`src/rtl/tla_pkg.sv`:
```
// Package of the text line annotator: configuration and descriptor types,
// register indexes and character codes. Depends on nothing.
`timescale 1ns / 1ps
`default_nettype none

package tla_pkg;

  // Register indexes on the configuration port.
  localparam int CfgIdxW = 3;
  localparam logic [CfgIdxW-1:0] CFG_SQUEEZE  = 3'd0;
  localparam logic [CfgIdxW-1:0] CFG_NUMBER   = 3'd1;
  localparam logic [CfgIdxW-1:0] CFG_ENDS     = 3'd2;
  localparam logic [CfgIdxW-1:0] CFG_TABS     = 3'd3;
  localparam logic [CfgIdxW-1:0] CFG_NONPRINT = 3'd4;
  localparam int CfgDataW = 2;

  // Numbering modes. The code left over behaves as no numbering.
  localparam logic [1:0] NUM_ALL      = 2'd1;
  localparam logic [1:0] NUM_NONBLANK = 2'd2;

  // Character codes.
  localparam logic [7:0] CH_TAB    = 8'h09;
  localparam logic [7:0] CH_NL     = 8'h0A;
  localparam logic [7:0] CH_SPACE  = 8'h20;
  localparam logic [7:0] CH_DOLLAR = 8'h24;
  localparam logic [7:0] CH_DASH   = 8'h2D;
  localparam logic [7:0] CH_ZERO   = 8'h30;
  localparam logic [7:0] CH_QMARK  = 8'h3F;
  localparam logic [7:0] CH_I      = 8'h49;
  localparam logic [7:0] CH_M      = 8'h4D;
  localparam logic [7:0] CH_CARET  = 8'h5E;
  localparam logic [7:0] CH_DEL    = 8'd127;
  localparam logic [7:0] CH_FIRST_PRINT = 8'd32;
  localparam logic [7:0] CARET_OFFSET   = 8'd64;
  localparam logic [7:0] HIGH_FIRST     = 8'd128;
  localparam logic [7:0] LOW7_MASK      = 8'h7F;

  // Depth of the descriptor queue between front and back.
  localparam int QueueDepth = 2;
  localparam int QPtrW      = $clog2(QueueDepth);

  typedef struct packed {
    logic       squeeze_en;
    logic [1:0] number_mode;
    logic       mark_eol;
    logic       caret_tab;
    logic       caret_ctrl;
  } cfg_t;

  // What the back end has to emit for one input byte, apart from the
  // digits of the line number: whether the number and its tab lead,
  // and the one to four bytes of the character itself, first in slot 0.
  typedef struct packed {
    logic            num_en;
    logic [2:0]      char_cnt;
    logic [3:0][7:0] chars;
  } job_t;

endpackage

`default_nettype wire

```
`src/rtl/tla_front.sv`:
```
// Front end of the text line annotator: squeezing, line state, numbering
// and character classification. Depends on tla_pkg.
`timescale 1ns / 1ps
`default_nettype none

module tla_front
  import tla_pkg::*;
#(
  parameter int NUMBER_DIGITS = 6
) (
  input  wire logic                               clk_i,
  input  wire logic                               rst_ni,
  input  wire logic                               accept_i,
  input  wire logic [7:0]                         in_byte_i,
  input  wire cfg_t                               cfg_i,
  output logic                                    job_valid_o,
  output job_t                                    job_o,
  output logic [NUMBER_DIGITS-1:0][7:0]           digits_o
);

  localparam int CountW = 4 * NUMBER_DIGITS;

  logic [CountW-1:0] line_count_q, line_count_d;
  logic              at_start_q, at_start_d;
  logic              prev_nl_q, prev_nl_d;
  logic [1:0]        blank_run_q, blank_run_d;

  logic              is_nl;
  logic              drop;
  logic              num_en;
  logic [CountW-1:0] count_inc;
  logic              all_nines;
  logic              carry;
  logic              started;
  logic [3:0]        digit;
  logic [7:0]        low;
  logic [7:0]        x0, x1;
  logic [2:0]        xn;

  assign is_nl = (in_byte_i == CH_NL);

  // Saturating BCD increment of the line counter.
  always_comb begin
    all_nines = 1'b1;
    carry     = 1'b1;
    count_inc = line_count_q;
    for (int i = 0; i < NUMBER_DIGITS; i++) begin
      all_nines = all_nines && (line_count_q[4*i +: 4] == 4'd9);
      if (carry) begin
        count_inc[4*i +: 4] = (line_count_q[4*i +: 4] == 4'd9) ? 4'd0
                              : line_count_q[4*i +: 4] + 4'd1;
      end
      carry = carry && (line_count_q[4*i +: 4] == 4'd9);
    end
    if (all_nines) begin
      count_inc = line_count_q;
    end
  end

  // Digits of the current number, most significant first, with leading
  // zeros shown as spaces.
  always_comb begin
    started = 1'b0;
    digit   = '0;
    for (int k = 0; k < NUMBER_DIGITS; k++) begin
      digit   = line_count_q[4*(NUMBER_DIGITS-1-k) +: 4];
      started = started || (digit != 4'd0) || (k == NUMBER_DIGITS - 1);
      digits_o[k] = started ? (CH_ZERO | {4'd0, digit}) : CH_SPACE;
    end
  end

  always_comb begin
    blank_run_d  = blank_run_q;
    drop         = 1'b0;
    line_count_d = line_count_q;
    at_start_d   = at_start_q;
    prev_nl_d    = prev_nl_q;
    num_en       = 1'b0;
    job_o        = '0;
    low          = in_byte_i & LOW7_MASK;
    x0           = CH_CARET;
    x1           = CH_QMARK;
    xn           = 3'd2;

    // Caret form of the low seven bits.
    if (low == CH_DEL) begin
      x1 = CH_QMARK;
    end else if (low < CH_FIRST_PRINT) begin
      x1 = low + CARET_OFFSET;
    end else begin
      x0 = low;
      xn = 3'd1;
    end

    if (cfg_i.squeeze_en) begin
      if (prev_nl_q && is_nl) begin
        if (blank_run_q < 2'd2) begin
          blank_run_d = blank_run_q + 2'd1;
        end
        drop = (blank_run_d > 2'd1);
      end else begin
        blank_run_d = 2'd0;
      end
    end

    num_en = at_start_q && ((cfg_i.number_mode == NUM_ALL) ||
                            ((cfg_i.number_mode == NUM_NONBLANK) && !is_nl));
    job_o.num_en = num_en;

    priority if ((in_byte_i == CH_TAB) && cfg_i.caret_tab) begin
      job_o.chars    = {8'd0, 8'd0, CH_I, CH_CARET};
      job_o.char_cnt = 3'd2;
    end else if (((in_byte_i < CH_FIRST_PRINT) || (in_byte_i >= CH_DEL)) && !is_nl &&
                 (in_byte_i != CH_TAB) && cfg_i.caret_ctrl) begin
      if (in_byte_i >= HIGH_FIRST) begin
        job_o.chars    = {x1, x0, CH_DASH, CH_M};
        job_o.char_cnt = xn + 3'd2;
      end else begin
        job_o.chars    = {8'd0, 8'd0, x1, x0};
        job_o.char_cnt = xn;
      end
    end else if (is_nl && cfg_i.mark_eol) begin
      job_o.chars    = {8'd0, 8'd0, CH_NL, CH_DOLLAR};
      job_o.char_cnt = 3'd2;
    end else begin
      job_o.chars    = {8'd0, 8'd0, 8'd0, in_byte_i};
      job_o.char_cnt = 3'd1;
    end

    if (!drop) begin
      if (num_en) begin
        line_count_d = count_inc;
      end
      at_start_d = is_nl;
      prev_nl_d  = is_nl;
    end
  end

  assign job_valid_o = accept_i && !drop;

  always_ff @(posedge clk_i or negedge rst_ni) begin
    if (!rst_ni) begin
      line_count_q <= CountW'(1);
      at_start_q   <= 1'b1;
      prev_nl_q    <= 1'b1;
      blank_run_q  <= 2'd0;
    end else if (accept_i) begin
      line_count_q <= line_count_d;
      at_start_q   <= at_start_d;
      prev_nl_q    <= prev_nl_d;
      blank_run_q  <= blank_run_d;
    end
  end

endmodule

`default_nettype wire

```
`src/rtl/tla_queue.sv`:
```
// Short register queue of descriptors between front and back end.
// Depends on tla_pkg for its depth.
`timescale 1ns / 1ps
`default_nettype none

module tla_queue
  import tla_pkg::*;
#(
  parameter int WIDTH = 8
) (
  input  wire logic             clk_i,
  input  wire logic             rst_ni,
  input  wire logic             push_i,
  input  wire logic [WIDTH-1:0] data_i,
  output logic                  full_o,
  input  wire logic             pop_i,
  output logic                  valid_o,
  output logic [WIDTH-1:0]      data_o
);

  logic [QueueDepth-1:0][WIDTH-1:0] mem_q;
  logic [QPtrW-1:0]                 wptr_q, rptr_q;
  logic [QPtrW:0]                   count_q, count_d;

  assign full_o  = (count_q == (QPtrW + 1)'(QueueDepth));
  assign valid_o = (count_q != '0);
  assign data_o  = mem_q[rptr_q];

  always_comb begin
    count_d = count_q;
    if (push_i && !(pop_i && valid_o)) begin
      count_d = count_q + 1'b1;
    end else if (!push_i && pop_i && valid_o) begin
      count_d = count_q - 1'b1;
    end
  end

  always_ff @(posedge clk_i) begin
    if (push_i) begin
      mem_q[wptr_q] <= data_i;
    end
  end

  always_ff @(posedge clk_i or negedge rst_ni) begin
    if (!rst_ni) begin
      wptr_q  <= '0;
      rptr_q  <= '0;
      count_q <= '0;
    end else begin
      if (push_i) begin
        wptr_q <= wptr_q + 1'b1;
      end
      if (pop_i && valid_o) begin
        rptr_q <= rptr_q + 1'b1;
      end
      count_q <= count_d;
    end
  end

endmodule

`default_nettype wire

```
`src/rtl/tla_back.sv`:
```
// Back end of the text line annotator: walks the slots of the head
// descriptor, one output word a cycle while the receiver takes them, into
// the output register. Depends on tla_pkg.
`timescale 1ns / 1ps
`default_nettype none

module tla_back
  import tla_pkg::*;
#(
  parameter int NUMBER_DIGITS = 6
) (
  input  wire logic                          clk_i,
  input  wire logic                          rst_ni,
  input  wire logic                          head_valid_i,
  input  wire job_t                          head_job_i,
  input  wire logic [NUMBER_DIGITS-1:0][7:0] head_digits_i,
  output logic                               head_pop_o,
  output logic                               out_valid_o,
  input  wire logic                          out_pop_i,
  output logic [7:0]                         out_byte_o,
  output logic                               out_last_o
);

  // Slots: the digits, then the tab, then up to four character bytes.
  localparam int SlotW = $clog2(NUMBER_DIGITS + 5);
  localparam logic [SlotW-1:0] TabSlot  = SlotW'(NUMBER_DIGITS);
  localparam logic [SlotW-1:0] CharSlot = SlotW'(NUMBER_DIGITS + 1);

  logic [SlotW-1:0] slot_q, slot_d;
  logic             fresh_q, fresh_d;
  logic             out_valid_q, out_valid_d;
  logic [7:0]       out_byte_q, out_byte_d;
  logic             out_last_q, out_last_d;

  logic [SlotW-1:0] eff;
  logic [SlotW-1:0] last_slot;
  logic [SlotW-1:0] coff;
  logic             is_last;
  logic             advance;
  logic [7:0]       sel_byte;

  assign eff       = fresh_q ? (head_job_i.num_en ? '0 : CharSlot) : slot_q;
  assign last_slot = TabSlot + SlotW'(head_job_i.char_cnt);
  assign coff      = eff - CharSlot;
  assign is_last   = (eff == last_slot);
  assign advance   = head_valid_i && (!out_valid_q || out_pop_i);
  assign head_pop_o = advance && is_last;

  always_comb begin
    sel_byte = head_job_i.chars[coff[1:0]];
    if (eff == TabSlot) begin
      sel_byte = CH_TAB;
    end
    for (int k = 0; k < NUMBER_DIGITS; k++) begin
      if (eff == SlotW'(k)) begin
        sel_byte = head_digits_i[k];
      end
    end
  end

  always_comb begin
    slot_d      = slot_q;
    fresh_d     = fresh_q;
    out_valid_d = out_valid_q;
    out_byte_d  = out_byte_q;
    out_last_d  = out_last_q;
    if (out_valid_q && out_pop_i) begin
      out_valid_d = 1'b0;
    end
    if (advance) begin
      out_valid_d = 1'b1;
      out_byte_d  = sel_byte;
      out_last_d  = is_last;
      if (is_last) begin
        fresh_d = 1'b1;
      end else begin
        fresh_d = 1'b0;
        slot_d  = eff + 1'b1;
      end
    end
  end

  always_ff @(posedge clk_i or negedge rst_ni) begin
    if (!rst_ni) begin
      slot_q      <= '0;
      fresh_q     <= 1'b1;
      out_valid_q <= 1'b0;
    end else begin
      slot_q      <= slot_d;
      fresh_q     <= fresh_d;
      out_valid_q <= out_valid_d;
    end
  end

  always_ff @(posedge clk_i) begin
    out_byte_q <= out_byte_d;
    out_last_q <= out_last_d;
  end

  assign out_valid_o = out_valid_q;
  assign out_byte_o  = out_byte_q;
  assign out_last_o  = out_last_q;

endmodule

`default_nettype wire

```
`src/rtl/text_line_annotator.sv`:
```
// Top level of the text line annotator: configuration registers and the
// front end, descriptor queue and back end. Depends on tla_pkg, tla_front,
// tla_queue and tla_back.
`timescale 1ns / 1ps
`default_nettype none

// The block takes a text stream one byte word at a time and gives its
// annotated form one byte word at a time, with last_of_run_o marking the
// final output word caused by each input word. A new input word is taken
// in every cycle while the two-entry descriptor queue has room; full rises
// only when the back end is behind. The back end emits one output word a
// cycle while the receiver takes them, so an input word that expands to k
// output words (up to NUMBER_DIGITS + 5) holds the back end until all k are
// out; with no receiver stall the sustained rate is one output word per
// cycle, set by that slot sequencer. A squeezed blank line is accepted and
// gives no output. With an idle back end an accepted input word goes into
// the queue register, then its first output word into the output register.
// The user writes configuration only while the block is idle; it does not check.
module text_line_annotator
  import tla_pkg::*;
#(
  parameter int NUMBER_DIGITS = 6
) (
  input  wire logic                clk_i,
  input  wire logic                rst_ni,
  input  wire logic                cfg_we_i,
  input  wire logic [CfgIdxW-1:0]  cfg_idx_i,
  input  wire logic [CfgDataW-1:0] cfg_data_i,
  input  wire logic                push,
  output logic                     full,
  input  wire logic [7:0]          in_byte_i,
  output logic                     empty,
  input  wire logic                pop,
  output logic [7:0]               out_byte_o,
  output logic                     last_of_run_o
);

  localparam int JobW = $bits(job_t) + 8 * NUMBER_DIGITS;

  cfg_t cfg_q, cfg_d;

  // Writes beyond the register list fall through and change nothing.
  always_comb begin
    cfg_d = cfg_q;
    if (cfg_we_i) begin
      unique case (cfg_idx_i)
        CFG_SQUEEZE:  cfg_d.squeeze_en  = cfg_data_i[0];
        CFG_NUMBER:   cfg_d.number_mode = cfg_data_i[1:0];
        CFG_ENDS:     cfg_d.mark_eol    = cfg_data_i[0];
        CFG_TABS:     cfg_d.caret_tab   = cfg_data_i[0];
        CFG_NONPRINT: cfg_d.caret_ctrl  = cfg_data_i[0];
        default:      cfg_d = cfg_q;
      endcase
    end
  end

  always_ff @(posedge clk_i or negedge rst_ni) begin
    if (!rst_ni) begin
      cfg_q <= '0;
    end else begin
      cfg_q <= cfg_d;
    end
  end

  logic                          accept;
  logic                          job_valid;
  job_t                          job;
  logic [NUMBER_DIGITS-1:0][7:0] digits;
  logic                          q_full;
  logic                          head_valid;
  logic                          head_pop;
  logic [JobW-1:0]               head_data;
  job_t                          head_job;
  logic [NUMBER_DIGITS-1:0][7:0] head_digits;
  logic                          out_valid;

  assign full   = q_full;
  assign accept = push && !q_full;

  tla_front #(
    .NUMBER_DIGITS(NUMBER_DIGITS)
  ) u_front (
    .clk_i      (clk_i),
    .rst_ni     (rst_ni),
    .accept_i   (accept),
    .in_byte_i  (in_byte_i),
    .cfg_i      (cfg_q),
    .job_valid_o(job_valid),
    .job_o      (job),
    .digits_o   (digits)
  );

  tla_queue #(
    .WIDTH(JobW)
  ) u_queue (
    .clk_i  (clk_i),
    .rst_ni (rst_ni),
    .push_i (job_valid),
    .data_i ({job, digits}),
    .full_o (q_full),
    .pop_i  (head_pop),
    .valid_o(head_valid),
    .data_o (head_data)
  );

  assign {head_job, head_digits} = head_data;

  tla_back #(
    .NUMBER_DIGITS(NUMBER_DIGITS)
  ) u_back (
    .clk_i        (clk_i),
    .rst_ni       (rst_ni),
    .head_valid_i (head_valid),
    .head_job_i   (head_job),
    .head_digits_i(head_digits),
    .head_pop_o   (head_pop),
    .out_valid_o  (out_valid),
    .out_pop_i    (pop),
    .out_byte_o   (out_byte_o),
    .out_last_o   (last_of_run_o)
  );

  assign empty = !out_valid;

endmodule

`default_nettype wire

```
`config.mk`:
```
export PLATFORM = sky130hd
export DESIGN_NAME = text_line_annotator
export DESIGN_NICKNAME = d
export VERILOG_FILES = /design/src/rtl/tla_pkg.sv /design/src/rtl/tla_front.sv /design/src/rtl/tla_queue.sv /design/src/rtl/tla_back.sv /design/src/rtl/text_line_annotator.sv
export SDC_FILE = /design/constraint.sdc
export NUM_CORES = 1
export LEC_CHECK = 0
export ABC_CLOCK_PERIOD_IN_PS = 13600
export BUFFER_PORTS_ARGS = -buffer_cell sky130_fd_sc_hd__buf_2
export CORE_ASPECT_RATIO = 0.9
export CORE_MARGIN = 2
export CORE_UTILIZATION = 45
export CTS_BUF_LIST = sky130_fd_sc_hd__clkbuf_4
export CTS_CLUSTER_SIZE = 40
export DETAILED_ROUTE_END_ITERATION = 16
export PLACE_DENSITY_LB_ADDON = 0.3
export SETUP_SLACK_MARGIN = 0.5
export SLEW_MARGIN = 30
export SYNTH_ARGS = -nofsm -noshare
export SYNTH_HDL_FRONTEND = slang
export SYNTH_SLANG_ARGS = --single-unit
```
`constraint.sdc`:
```
create_clock -name clk_i -period 13.6 [get_ports clk_i]
set_clock_uncertainty 0.15 [all_clocks]
set_input_delay 0.68 -clock clk_i [delete_from_list [all_inputs] [get_ports clk_i]]
set_output_delay 0.68 -clock clk_i [all_outputs]
set_load 0.005 [all_outputs]
```
Word-level counts from Yosys, hierarchy flattened
Cells that the tools add are included.
Operators by class
  add/sub/neg operators: 16
  $lt $le $gt $ge: 10
  equal/unequal tests: 24
  mux-type cells: 48
  bitwise gates (word level): 3
  reductions and logical operators: 60
Operators with widths (count)
  $mux W84: 3
  $bwmux W168: 1
  $mux W35: 3
  $demux W84 S1: 1
  $mux W8: 10
  $mux W34: 1
  $add A4 B1 Y4 const B: 7
  $mux W4: 7
  $mux W5: 5
  $reduce_and A5 Y1: 5
  $eq A4 B4 Y1 const B: 6
  $logic_and A1 B1 Y1: 23
  $reduce_bool A4 Y1: 5
  $bmux W8 S2: 1
  $eq A8 B4 Y1 const B: 2
  $mux W2: 8
  $reduce_and A2 Y1: 8
  $mux W7: 2
  $eq A4 B3 Y1 const B: 3
  $add A7 B7 Y8 const B: 1
  $eq A4 B2 Y1 const B: 2
  $ge A8 B7 Y1 const B: 1
  $ge A8 B8 Y1 const B: 1
  $lt A8 B6 Y1 const B: 1
  30 further kinds: 54
Word-level totals
  flip-flop bits (word level): 220
  output and inout port bits: 11
  word-level logic and storage cells: 184

Depth between registers and ports, before layout
  depth in word-level cells: 14
  gate-level depth with buffers: 13
  mapped depth without buffers: 11

Cells and area by module
A second synthesis with hierarchy kept.
Unflattened totals
  cell total of the unflattened synthesis: 757
  area total of the unflattened synthesis: 10422.5 µm²
By module, submodules not included
  tla_queue: instances 1, cells an instance 281, area each 6271.0 µm², sequential area each 5144.9 µm²
  tla_front: instances 1, cells an instance 296, area each 2339.7 µm², sequential area each 678.2 µm²
  tla_back: instances 1, cells an instance 161, area each 1515.2 µm², sequential area each 421.7 µm²
  text_line_annotator: instances 1, cells an instance 19, area each 296.5 µm², sequential area each 150.1 µm²

Worst setup path before layout
OpenSTA, ideal clock, no wires.
  path type: input to register
  start: in in_byte_i[0]
  end: reg u_queue.mem_q[0] in the netlist's numbering, enable pin
  setup time: 0.494 ns
  arrival time: 4.435 ns
  setup slack: 8.521 ns
  stages: 6
  cells stage by stage: buf_4 -> nor3_1 -> and3_1 -> buf_6 -> a41oi_2 -> nor2b_1
On the way
  cells in the longest elaborated chain, start to end: 6
RTL lines
  from (decl): line text_line_annotator.sv:31  | input wire logic [7:0] in_byte_i,
  $eq A8 B4 Y1: line tla_front.sv:40  | assign is_nl = (in_byte_i == CH_NL);
  $logic_and A1 B1 Y1: line tla_front.sv:96  | if (prev_nl_q && is_nl) begin
  $mux W1: line tla_front.sv:96
  $mux W1: line tla_front.sv:95  | if (cfg_i.squeeze_en) begin
  $logic_not A1 Y1
  $logic_and A1 B1 Y1: line tla_front.sv:139  | assign job_valid_o = accept_i && !drop;
  to (signal, indexed assignment): line tla_queue.sv:40  | mem_q[wptr_q] <= data_i;
  to (decl): line tla_queue.sv:21  | logic [QueueDepth-1:0][WIDTH-1:0] mem_q;
Every way passes these cells.
A chain may end at the register's enable or synchronous reset.

Worst setup path in the final report
  start: reg u_queue.rptr_q
  end: reg u_back.out_byte_q[5], in the netlist u_back.out_byte_o[5], data pin
On the way
  cells in the longest elaborated chain, start to end: 14
  elaborated cells on any way between the ends: 21
  classes of those cells: add/sub: 1; eq/ne: 6; mux: 13; reduce/logical: 1
RTL lines
  from (decl): line tla_queue.sv:22  | logic [QPtrW-1:0] wptr_q, rptr_q;
  from (signal assigned): line tla_queue.sv:54  | rptr_q <= rptr_q + 1'b1;
  $mux W84 (not written as such) (2 in a row): line tla_queue.sv:27  | assign data_o = mem_q[rptr_q];
  $mux W3: line tla_back.sv:42  | assign eff = fresh_q ? (head_job_i.num_en ? '0 : CharSlot) : slot_q;
  $mux W4: line tla_back.sv:42
  $sub A2 B2 Y2: line tla_back.sv:44  | assign coff = eff - CharSlot;
  named net u_back.coff[1]: line tla_back.sv:37  | logic [SlotW-1:0] coff;
  $bmux W8 S2: line tla_back.sv:50  | sel_byte = head_job_i.chars[coff[1:0]];
  $mux W8 (not written as such): line tla_back.sv:50
  $mux W8: line tla_back.sv:51  | if (eff == TabSlot) begin
  $mux W8 (6 in a row): line tla_back.sv:55  | if (eff == SlotW'(k)) begin
  to (signal assigned): line tla_back.sv:96  | out_byte_q <= out_byte_d;
  to (decl): line tla_back.sv:32  | logic [7:0] out_byte_q, out_byte_d;
The timed path passes the listed nets, and every way through them passes these cells. The select of a mux whose other input is x is not followed.

==> out/metrics.csv <==
stage,metric,value,unit
yosys,synth-main-ff-cell,edfxtp_1,
cts,cts_tree,built,
floorplanning,die_y,135,um
floorplanning,coreArea,18500,um2
detailed_routing,wl,18500,um
setup_path,critPathKind,reg2reg,
cts,clock_latency,0.58,ns
timing,setup_viol,0,
detailed_routing,dr_total_vias,5705,
global_route,antenna_found_initial,1,
yosys,synth_cell_types,72,
detailed_routing,drt-vias-per-instance,5.79,
final_layout,drive_above_1_share,15.7,%
power,finalPower,1930,uW
timing,post-route-min-period,4.19,ns
yosys,yosys_warnings,0,
yosys,synthArstFlopShare,23.9,%
detailed_routing,drt-pass1-iter-count,5,
detailed_routing,postRouteAntennaNets,0,
setup_path,required,13.81,ns
power,p_leak,0.00346,uW
global_route,first_global_vias,5609,
yosys,seq_area_frac_synth,60.8,%
cts,root_buffer,clkbuf_4,
job,cap_violations,0,
global_route,track_usage,19.3,%
detailed_routing,drc,0,
status,status,"complete, no violations",
placement,hpwl,13100,um
final_layout,nets,753,
placement,port_buffers,28,
detailed_routing,drtIter0Drc,648,
timing,timing.setup.tns,0,ns
detailed_routing,wl_per_cell,18.8,um
yosys,synth_edf_count,137,
setup_path,cp-start-kind,flip-flop,
timing,rsz0062_at_grt,no,
yosys,ys_ff_latch,180,
cts,clockBufferDepth,2,
timing,tightestPinTransition,0.911,ns
floorplanning,die-width,149,um
timing,maxSlewHeadroom,39.3,%
hold_path,hp-class,in2reg,
timing,hold_violations,0,
power,ir_drop,0.000149,V
yosys,synthCells,714,
timing,report.final.slew_viol_count,0,
final_layout,syn_to_final_growth,8.21,%
global_route,grt_overflow_total,0,
cts,clk_pin_slew,0.14,ns
setup_path,crit_arrival,4.40,ns
cts,cts_buffers,17,
setup_path,critical_path.max_fanout,48,
floorplanning,die_area,20100,um2
global_route,grt_pass1_wl,29700,um
power,power_density,209,nW/um2
placement,gp_congestion,0.896,
cts,h-tree-depth,4,
yosys,avgSynthCellArea,12.0,um2
floorplanning,initial_core_util,46.1,%
floorplanning,ios,29,
floorplanning,fp-row-count,47,
yosys,syn_area,8550,um2
global_route,grt_max_degree,65,
timing,max_freq,0.239,GHz
setup_path,cp-end-kind,flip-flop,
cts,cts_sinks,180,
timing,period_share,30.8,%
## cell usage after synthesis (all sizes together) (10+ instances only)
library cell | n | area, um2
nor2b | 11 | 68.8
nor3 | 15 | 86.3
nand2 | 77 | 289
nand3 | 19 | 95.1
edfxtp | 137 | 4110
mux2i | 30 | 300
xnor2 | 13 | 114
clkbuf | 32 | 120
inv | 28 | 105
a21oi | 24 | 120
dfrtp | 40 | 1000
buf | 12 | 68.8
and3 | 10 | 62.6
mux2 | 34 | 383
nor2 | 56 | 210
o21ai | 38 | 198
## kinds of logic after synthesis
family	synth area share [%]
xor+xnor	2.15
fa+ha+maj	1.17
other cells	0.0439
buf+inv	3.48
compound gates	10.5
flops	60.8
mux	7.99
simple gates	13.9
## placed cells by master, fill, tap and decap left out, types with 4 or more instances in the layout
cell	count
clkbuf_4	19
bufinv_16	5
buf_2	28
nor4_1	5
nor3_1	14
xor2_1	8
o31ai_1	5
a21oi_1	24
a31oi_1	6
buf_4	6
and2_1	4
mux2_2	31
nand2_1	77
a221oi_1	8
nor2_1	56
inv_1	27
a41oi_1	4
and3_1	10
mux2i_1	30
nor2b_1	10
dfrtp_1	39
o21ai_0	35
ha_1	8
nor4bb_1	5
nand2b_1	8
xnor2_1	13
conb_1	4
a21o_1	4
nand3_1	19
edfxtp_1	137
o221ai_1	6
o21a_1	5
## report_power, final
group,internal [uW],switching [uW],leakage (uW)
clock,173,189,0.000193
sequential,746,57.8,0.00183
combinational,286,480,0.00144
total,1200,726,0.00346
## worst paths after layout
check	from	slack (ns)	cells after the start	to
worst max-delay path	u_queue.rptr_q	9.41	11	u_back.out_byte_o[5]
worst min-delay path	cfg_data_i[1]	0.17	2	cfg_q[4]
worst max register to register	u_queue.rptr_q	9.41	11	u_back.out_byte_o[5]
worst min register to register	u_front.blank_run_q[1]	0.35	2	u_front.blank_run_q[1]
max in group asynchronous	rst_ni	12.31	3	u_queue.rptr_q
min in group asynchronous	rst_ni	0.55	3	u_front.line_count_q[12]
## stage by stage
stage               hold WS (ns)  area, um2  worst slack (ns)  utilization (%)  std cells
floorplan                  0.234       8560              8.52                -        717
global placement           0.309       8870              9.61             47.9        952
detailed placement         0.329       8870              9.43             47.9        952
CTS                        0.140       9250              9.42             49.9        985
global route               0.137       9250              9.11             49.9        986
finish                     0.171       9250              9.41             49.9        986
## worst max-delay path, cell delays in order, from the launching register on
cell	delay, ns
dfrtp_2	0.39
buf_4	0.56
mux2i_1	0.62
nand2_1	0.22
o21ai_0	0.19
ha_1	0.59
mux2_2	0.41
a221oi_1	0.31
o21ai_0	0.14
o221ai_1	0.12
nor2_1	0.08
o21a_1	0.19
## final cells by class
class                   count  area (um2)
diodes                      1        2.50
clock buffers              19         143
clock inverters            13         223
fillers                  1625        9270
inverters                  29         109
multi-input cells         464        3080
flip-flops and latches    180        5190
well taps                 245         307
repair buffers             35         195
## state kept, by name (all words and copies together) (netlist names)
signal                count
u_front.at_start_q        1
u_queue.wptr_q            1
u_back.out_byte_o         8
u_back.out_valid_o        1
u_queue.mem_q           128
u_front.blank_run_q       2
cfg_q                     6
u_back.out_last_o         1
u_back.slot_q             4
u_front.line_count_q     24
u_back.fresh_q            1
u_queue.count_q           2
u_queue.rptr_q            1
## layer usage
metal | vias up | track usage, % | part of all wire [%]
met4 | 0 | 6.72 | 2.2
li1 | 2659 | - | -
met1 | 2798 | 26.6 | 44
met3 | 39 | 4.53 | 6.5
met2 | 209 | 30.3 | 47
met5 | - | 0 | 0
## repair_timing
| item | CTS | global route |
|---|---|---|
| endpoints found under the hold margin | 1 | 0 |
| gates resized for setup | 0 | 0 |
| buffers inserted | 0 | 0 |
| hold buffers | 1 | 0 |
Note: power is estimated with default switching activity, not from simulation.
